<file path="src/rtl/core/ntlp_pkg.sv">
`timescale 1ns / 1ps
package ntlp_pkg;

	typedef enum logic [1:0] {
		OP_UPSERT = 2'd0,
		OP_REMOVE = 2'd1,
		OP_LOOKUP = 2'd2,
		OP_ROUTER = 2'd3
	} op_t;

	typedef enum logic [1:0] {
		ST_OK        = 2'd0,
		ST_NOT_FOUND = 2'd1,
		ST_FULL      = 2'd2,
		ST_RESERVED  = 2'd3
	} status_t;

	localparam int unsigned ID_W = 16;
	localparam int unsigned ROLE_W = 8;
	localparam int unsigned WORD_W = 32;
	localparam int unsigned SLOT_OUT_W = 6;
	localparam logic [7:0] ROUTER_ROLE_RESET = 8'd1;

	typedef struct packed {
		logic [ID_W-1:0]   id;
		logic [ROLE_W-1:0] role;
		logic [WORD_W-1:0] position;
		logic [WORD_W-1:0] stamp;
	} record_t;

endpackage

</file>
<file path="src/rtl/core/ntlp_mod.sv">
`timescale 1ns / 1ps
module ntlp_mod
	import ntlp_pkg::*;
#(
	parameter int unsigned DIVISOR = 64,
	parameter int unsigned AW = 6
) (
	input  logic            clk,
	input  logic            arst_n,
	input  logic            start,
	input  logic [ID_W-1:0] key,
	output logic            done,
	output logic [AW-1:0]   rem
);
	localparam int unsigned SH = ID_W + AW;
	localparam int unsigned MW = ID_W + 2;
	localparam int unsigned PW = ID_W + MW;
	localparam logic [MW-1:0] RECIP = MW'((64'd1 << SH) / 64'(DIVISOR));
	localparam logic [AW:0] DIV = (AW+1)'(DIVISOR);

	logic [ID_W-1:0] key_q;
	logic [PW-1:0]   prod_q;
	logic [AW:0]     diff_q;
	logic [AW-1:0]   rem_q;
	logic [2:0]      stg_q;
	logic            done_q;
	logic [ID_W-1:0] quo;
	logic [ID_W-1:0] back;

	// quotient from a rounded-down reciprocal is at most one short
	assign quo  = ID_W'(prod_q >> SH);
	assign back = quo * ID_W'(DIVISOR);

	always_ff @(posedge clk or negedge arst_n) begin
		if (!arst_n) begin
			stg_q  <= '0;
			done_q <= 1'b0;
		end else begin
			stg_q  <= {stg_q[1:0], start};
			done_q <= stg_q[2];
		end
	end

	always_ff @(posedge clk) begin
		if (start) key_q <= key;
		if (stg_q[0]) prod_q <= PW'(key_q) * PW'(RECIP);
		if (stg_q[1]) diff_q <= (AW+1)'(key_q - back);
		if (stg_q[2]) rem_q <= (diff_q >= DIV) ? AW'(diff_q - DIV) : AW'(diff_q);
	end

	assign done = done_q;
	assign rem  = rem_q;
endmodule

</file>
<file path="config.mk">
export PLATFORM = sky130hd
export DESIGN_NAME = ntlp_mod
export DESIGN_NICKNAME = d
export VERILOG_FILES = /design/src/rtl/core/ntlp_pkg.sv /design/src/rtl/core/ntlp_mod.sv
export SDC_FILE = /design/constraint.sdc
export NUM_CORES = 1
export LEC_CHECK = 0
export BUFFER_PORTS_ARGS = -buffer_cell sky130_fd_sc_hd__clkbuf_2
export CAP_MARGIN = 10
export CORE_UTILIZATION = 39
export DETAILED_ROUTE_END_ITERATION = 12
export PLACE_DENSITY = 0.75
export SLEW_MARGIN = 5
export SYNTH_ARGS = -nofsm -noshare
export SYNTH_HDL_FRONTEND = slang
export SYNTH_SLANG_ARGS = --single-unit
export TNS_END_PERCENT = 5
</file>
<file path="constraint.sdc">
create_clock -name clk -period 0.97 [get_ports clk]
set_clock_uncertainty 0.2 [all_clocks]
set_input_delay 0.194 -clock clk [delete_from_list [all_inputs] [get_ports clk]]
set_output_delay 0.194 -clock clk [all_outputs]
set_load 0.01 [all_outputs]
</file>
==> flow_summary.ini, run 1 <==
[run_status]
status = finished, violations left
violations = setup timing

[cells_and_area]
instances_no_fill = 65
multi_input_area_um2 = 0
final_nets = 69
design_area_um2 = 844.6
syn_to_final_growth_pct = 31.84
drive_gt1_frac = 0.4082
multi_input_cells = 0
final_util = 0.5542
antennaDiodeCount = 0

[sta]
fmax_mhz = 828.8
finalCritPeriodShare = 1.244
grt_setup_unrepaired = true
holdWs_ns = 0.003286
setup_ws_ns = -0.2366
fin_crit_ns = 1.207
tightest_slew_ns = 0.1542
fin_tns_setup_ns = -1.528
finalHoldViolations = 0
worst_slew_margin_rel = 0.8972
setup_viol = 7
final_max_slew_viol_count = 0

[power]
pwr_density_cell_nw_per_um2 = 1861
peakVddDrop_v = 0.0009240
p_total_mw = 1.572
leakage_nw = 0.3319

[drt]
wire_per_inst_um = 10.83
ant_nets = 0
wl_um = 704
vias = 288
drt_drc_violations_left = 0
vias_per_cell = 4.431
firstDrtPassIters = 4
drt_iter0_drc = 5

[setup_path]
r2r_cells = 0
crit_fanout = 1
crit_required_ns = 0.58
path_class = flop to output port
critPathMaxStageDelay_ns = 0.38
worstReg2RegEnd = diff_q[2]$_DFFE_PP_
worstSetupEndpointType = output port
critPathBufInv = 1
arrival_ns = 0.81
critPathTopFamily = flip-flops
cp_slowest_cell = edfxtp_1
reg2reg_from = stg_q[1]$_DFF_PN0_
worstPathCellList = clkbuf_2
cp-start-kind = flop
cp.depth = 1
crit_end = rem[2]
cp-startpoint = rem[2]$_DFFE_PP_
rrSetupSlack_ns = 0.03

[flow_run]
cap_violations = 0

[floorplan]
pin_count = 26
num_rows = 14
fp.dieH_um = 42.53
core_area_um2 = 1524
die_w_um = 42.53
start_util = 0.4204
die_area_um2 = 1809

[global_routing]
overflow = 0
grt_use_total = 0.08965
grt_first_pass_wirelength_um = 1090
grt_max_degree = 13
grt_pass1_vias = 298
antenna_found_initial = 0

[clock_tree]
h-tree-depth = 1
tritoncts = done
cts_buffer_depth = 2
clk_pin_slew_worst_paths_ns = 0.11
cts_made_buffers = 3
cts_root_buf = clkbuf_4
post_cts_buffers = 0
clock_sinks = 22
clock_latency_ns = 0.29

[placed_design]
numPortBuffers = 15
dp_slack_ns = -0.02754
globalplace.congestion = 0.6373
dpl_cell_area_um2 = 735.7
place_inst = 53

[yosys]
synth-seq-cells = 22
yosysWarnings = 0
syn_nets = 41
ys_seq_area_frac = 1.000
ys_types = 2
synthCells = 22
synth_area_per_cell_um2 = 29.12
netlist_area_um2 = 640.6

[min_path]
hold_path.class = input port to flop
## state kept, by name, summed over array words and instances, names as in the netlist
signal and flops:
diff_q 6, done 1, key_q 6, rem 6, stg_q 3
## cells in the final DEF, fill, tap and decap left out
| cell | count |
|---|---|
| dfrtp_2 | 2 |
| dfrtp_1 | 2 |
| dlygate4sd3_1 | 8 |
| clkbuf_4 | 3 |
| clkbuf_2 | 15 |
| clkinv_1 | 1 |
| edfxtp_1 | 18 |
## power breakdown
group / switching, mW / internal (mW) / total, mW
clock: 0.235 / 0.150 / 0.384
combinational: 0.0282 / 0.0427 / 0.0709
sequential: 0.0233 / 1.09 / 1.12
## Yosys cell counts
library cell,instances,area [µm²]
edfxtp_1,18,540.5
dfrtp_1,4,100.1
## final cells by class
class	count	area [µm²]
clock buffer	3	22.52
fill	123	679.4
timing repair buffer	23	155.1
clock inverter	1	3.754
sequential	22	643.1
tap	16	20.02
## layer usage
metal	vias up	track usage	wire, µm
met1	137	0.07164	253
met5	-	0	0
met2	14	0.1692	411
met4	0	0.05625	0
met3	0	0.03879	40
li1	137	-	-
## worst min path at each step
stage                      start                 end  slack, ns  cells past startpoint
final                      start  key_q[3]$_DFFE_PP_      0.003                      1
after global routing      arst_n  stg_q[1]$_DFF_PN0_      0.008                      2
after CTS                  start  key_q[3]$_DFFE_PP_      0.001                      1
after detailed placement  arst_n  stg_q[1]$_DFF_PN0_      -0.20                      1
after global placement    arst_n  stg_q[0]$_DFF_PN0_      -0.20                      1
after floorplan           arst_n      done$_DFF_PN0_      -0.30                      0
## logic make-up (layout without fill, tap and decap cells)
logic type  Yosys count  in the layout  synth area share
flops                22             22             1.000
buf+inv               0             27                 0
## repair_timing
action | 4_1_cts | 5_1_grt
gates resized for setup | 2 | 0
endpoints found under the setup margin | 19 | 11
hold endpoints to repair | 11 | 0
hold buffers | 8 | 0
No activity file was read; power rests on OpenSTA's default activity.
==> run 2: changes to the inputs <==
Settings changed: REMOVE_ABC_BUFFERS set to 1.
Clock period 0.97 ns to 1.1 ns, I/O delays scaled along.
==> run 2 against run 1 <==
Against the previous run: the run still ends with setup timing left; global-route usage is 0.092 points higher; combinational power decreased by 12%; sequential share of layout area fell by 0.071 points; final cell count unchanged; design area shrank 0.30%; critical endpoint unchanged; largest power group unchanged.
==> flow_summary.ini, run 2 (synthesis results as in run 1) <==
[setup_path]
arrival_ns = 0.81
cp_slowest_cell = edfxtp_1
crit_fanout = 1
reg2reg_from = stg_q[1]$_DFF_PN0_
path_class = flop to output port
worstSetupEndpointType = output port
rrSetupSlack_ns = 0.09
critPathMaxStageDelay_ns = 0.38
worstReg2RegEnd = diff_q[2]$_DFFE_PP_
critPathBufInv = 1
cp-start-kind = flop
critPathTopFamily = flip-flops
worstPathCellList = clkbuf_2
crit_required_ns = 0.68
r2r_cells = 0

[floorplan]
pin_count = 26
num_rows = 14
start_util = 0.4204
fp.dieH_um = 42.53
die_w_um = 42.53
die_area_um2 = 1809
core_area_um2 = 1524

[sta]
fin_crit_ns = 1.233
fmax_mhz = 811.3
setup_ws_ns = -0.1326
tightest_slew_ns = 0.2629
setup_viol = 7
worst_slew_margin_rel = 0.8248
final_max_slew_viol_count = 0
grt_setup_unrepaired = true
finalHoldViolations = 0
finalCritPeriodShare = 1.121

[min_path]
hold_start = start
holdPathStages = 1
hold_path.class = input port to flop
min_to = key_q[3]$_DFFE_PP_

[power]
leakage_nw = 0.3339
peakVddDrop_v = 0.0008154
pwr_density_cell_nw_per_um2 = 1645
power.share.combinational = 0.045
p_seq_frac = 0.710
p_int_mw = 1.133
p_switching_uw = 252.6
swShare = 0.1823
clkPwrFrac = 0.245

[drt]
wire_per_inst_um = 10.83
wl_um = 704
ant_nets = 0
drt_drc_violations_left = 0
vias = 290
firstDrtPassIters = 4
vias_per_cell = 4.462
drt_iter0_drc = 4

[run_status]
status = finished, violations left
violations = setup timing

[cells_and_area]
instances_no_fill = 65
final_common_cell = edfxtp_1
antennaDiodeCount = 0
syn_to_final_growth_pct = 31.45
multi_input_area_um2 = 0
layout_common_cells = edfxtp_1, clkbuf_2, dlygate4sd3_1, dfrtp_1, clkbuf_4
final_nets = 69
drive_gt1_frac = 0.3673
nFillCells = 122
multi_input_cells = 0
final_util = 0.5525

[clock_tree]
post_cts_buffers = 0
clock_sinks = 22
cts_made_buffers = 3
h-tree-depth = 1
clk_pin_slew_worst_paths_ns = 0.11
clock_latency_ns = 0.29
cts_buffer_depth = 2
tritoncts = done
cts_root_buf = clkbuf_4

[placed_design]
globalplace.congestion = 0.6373
numPortBuffers = 15
place_inst = 53
dp_slack_ns = 0.1025

[global_routing]
grt_pass1_vias = 300
antenna_found_initial = 0
grt_first_pass_wirelength_um = 1104
grt_use_total = 0.09057
overflow = 0
grt_max_degree = 13

[flow_run]
cap_violations = 0
==> run 2: cell types whose count changed in the layout (fill, tap and decap cells not counted) <==
cell,before,now
dfrtp_2,2,0
dfrtp_1,2,4
==> run 2: what timing repair did <==
item / 4_1_cts / 5_1_grt
hold buffers: 8 / 0
resized for setup: 0 / 0
setup endpoints to repair: 7 / 7
hold endpoints to repair: 11 / 0
==> run 2: power by group through the flow <==
stage | clock [mW] | combinational [mW] | sequential (mW)
detailed placement | 0 | 0.0407 | 1.00
global placement | 0 | 0.0401 | 0.999
floorplan | 0 | 0 | 1.01
CTS | 0.355 | 0.0625 | 0.985
global route | 0.398 | 0.0680 | 0.988
finish | 0.339 | 0.0625 | 0.984
==> run 2: stage by stage <==
step	instance area, µm²	hold WS [ns]	power (mW)	TNS, ns
floorplan	640.6	-0.2756	1.006	0
global placement	735.7	-0.1710	1.039	0
detailed placement	735.7	-0.1694	1.044	0
CTS	842.1	0.02744	1.402	-0.9103
global route	842.1	0.03356	1.454	-1.145
finish	842.1	0.02893	1.386	-0.8003
==> run 2: worst max-delay path by stage <==
stage / from / end / slack (ns) / cells after the start
after CTS: rem[2]$_DFFE_PP_ / rem[2] / -0.15 / 1
after floorplan: stg_q[1]$_DFF_PN0_ / diff_q[0]$_DFFE_PP_ / 0.16 / 0
after detailed placement: stg_q[2]$_DFF_PN0_ / rem[0]$_DFFE_PP_ / 0.10 / 0
after global placement: stg_q[2]$_DFF_PN0_ / rem[0]$_DFFE_PP_ / 0.13 / 0
after global routing: rem[2]$_DFFE_PP_ / rem[2] / -0.18 / 1
final: rem[2]$_DFFE_PP_ / rem[2] / -0.13 / 1
==> run 2: area by class of cell <==
cell class | count | area [µm²] | share of cell area
clock buffer | 3 | 22.52 | 0.02675
clock inverter | 1 | 3.754 | 0.004458
sequential | 22 | 640.6 | 0.7608
tap | 16 | 20.02 | 0.02377
timing repair buffer | 23 | 155.1 | 0.1842
==> run 2: routing by layer <==
metal  track usage  wire length (µm)
met1       0.07463               257
met2        0.1692               407
met3       0.03879                40
met4       0.05625                 0
met5             0                 0
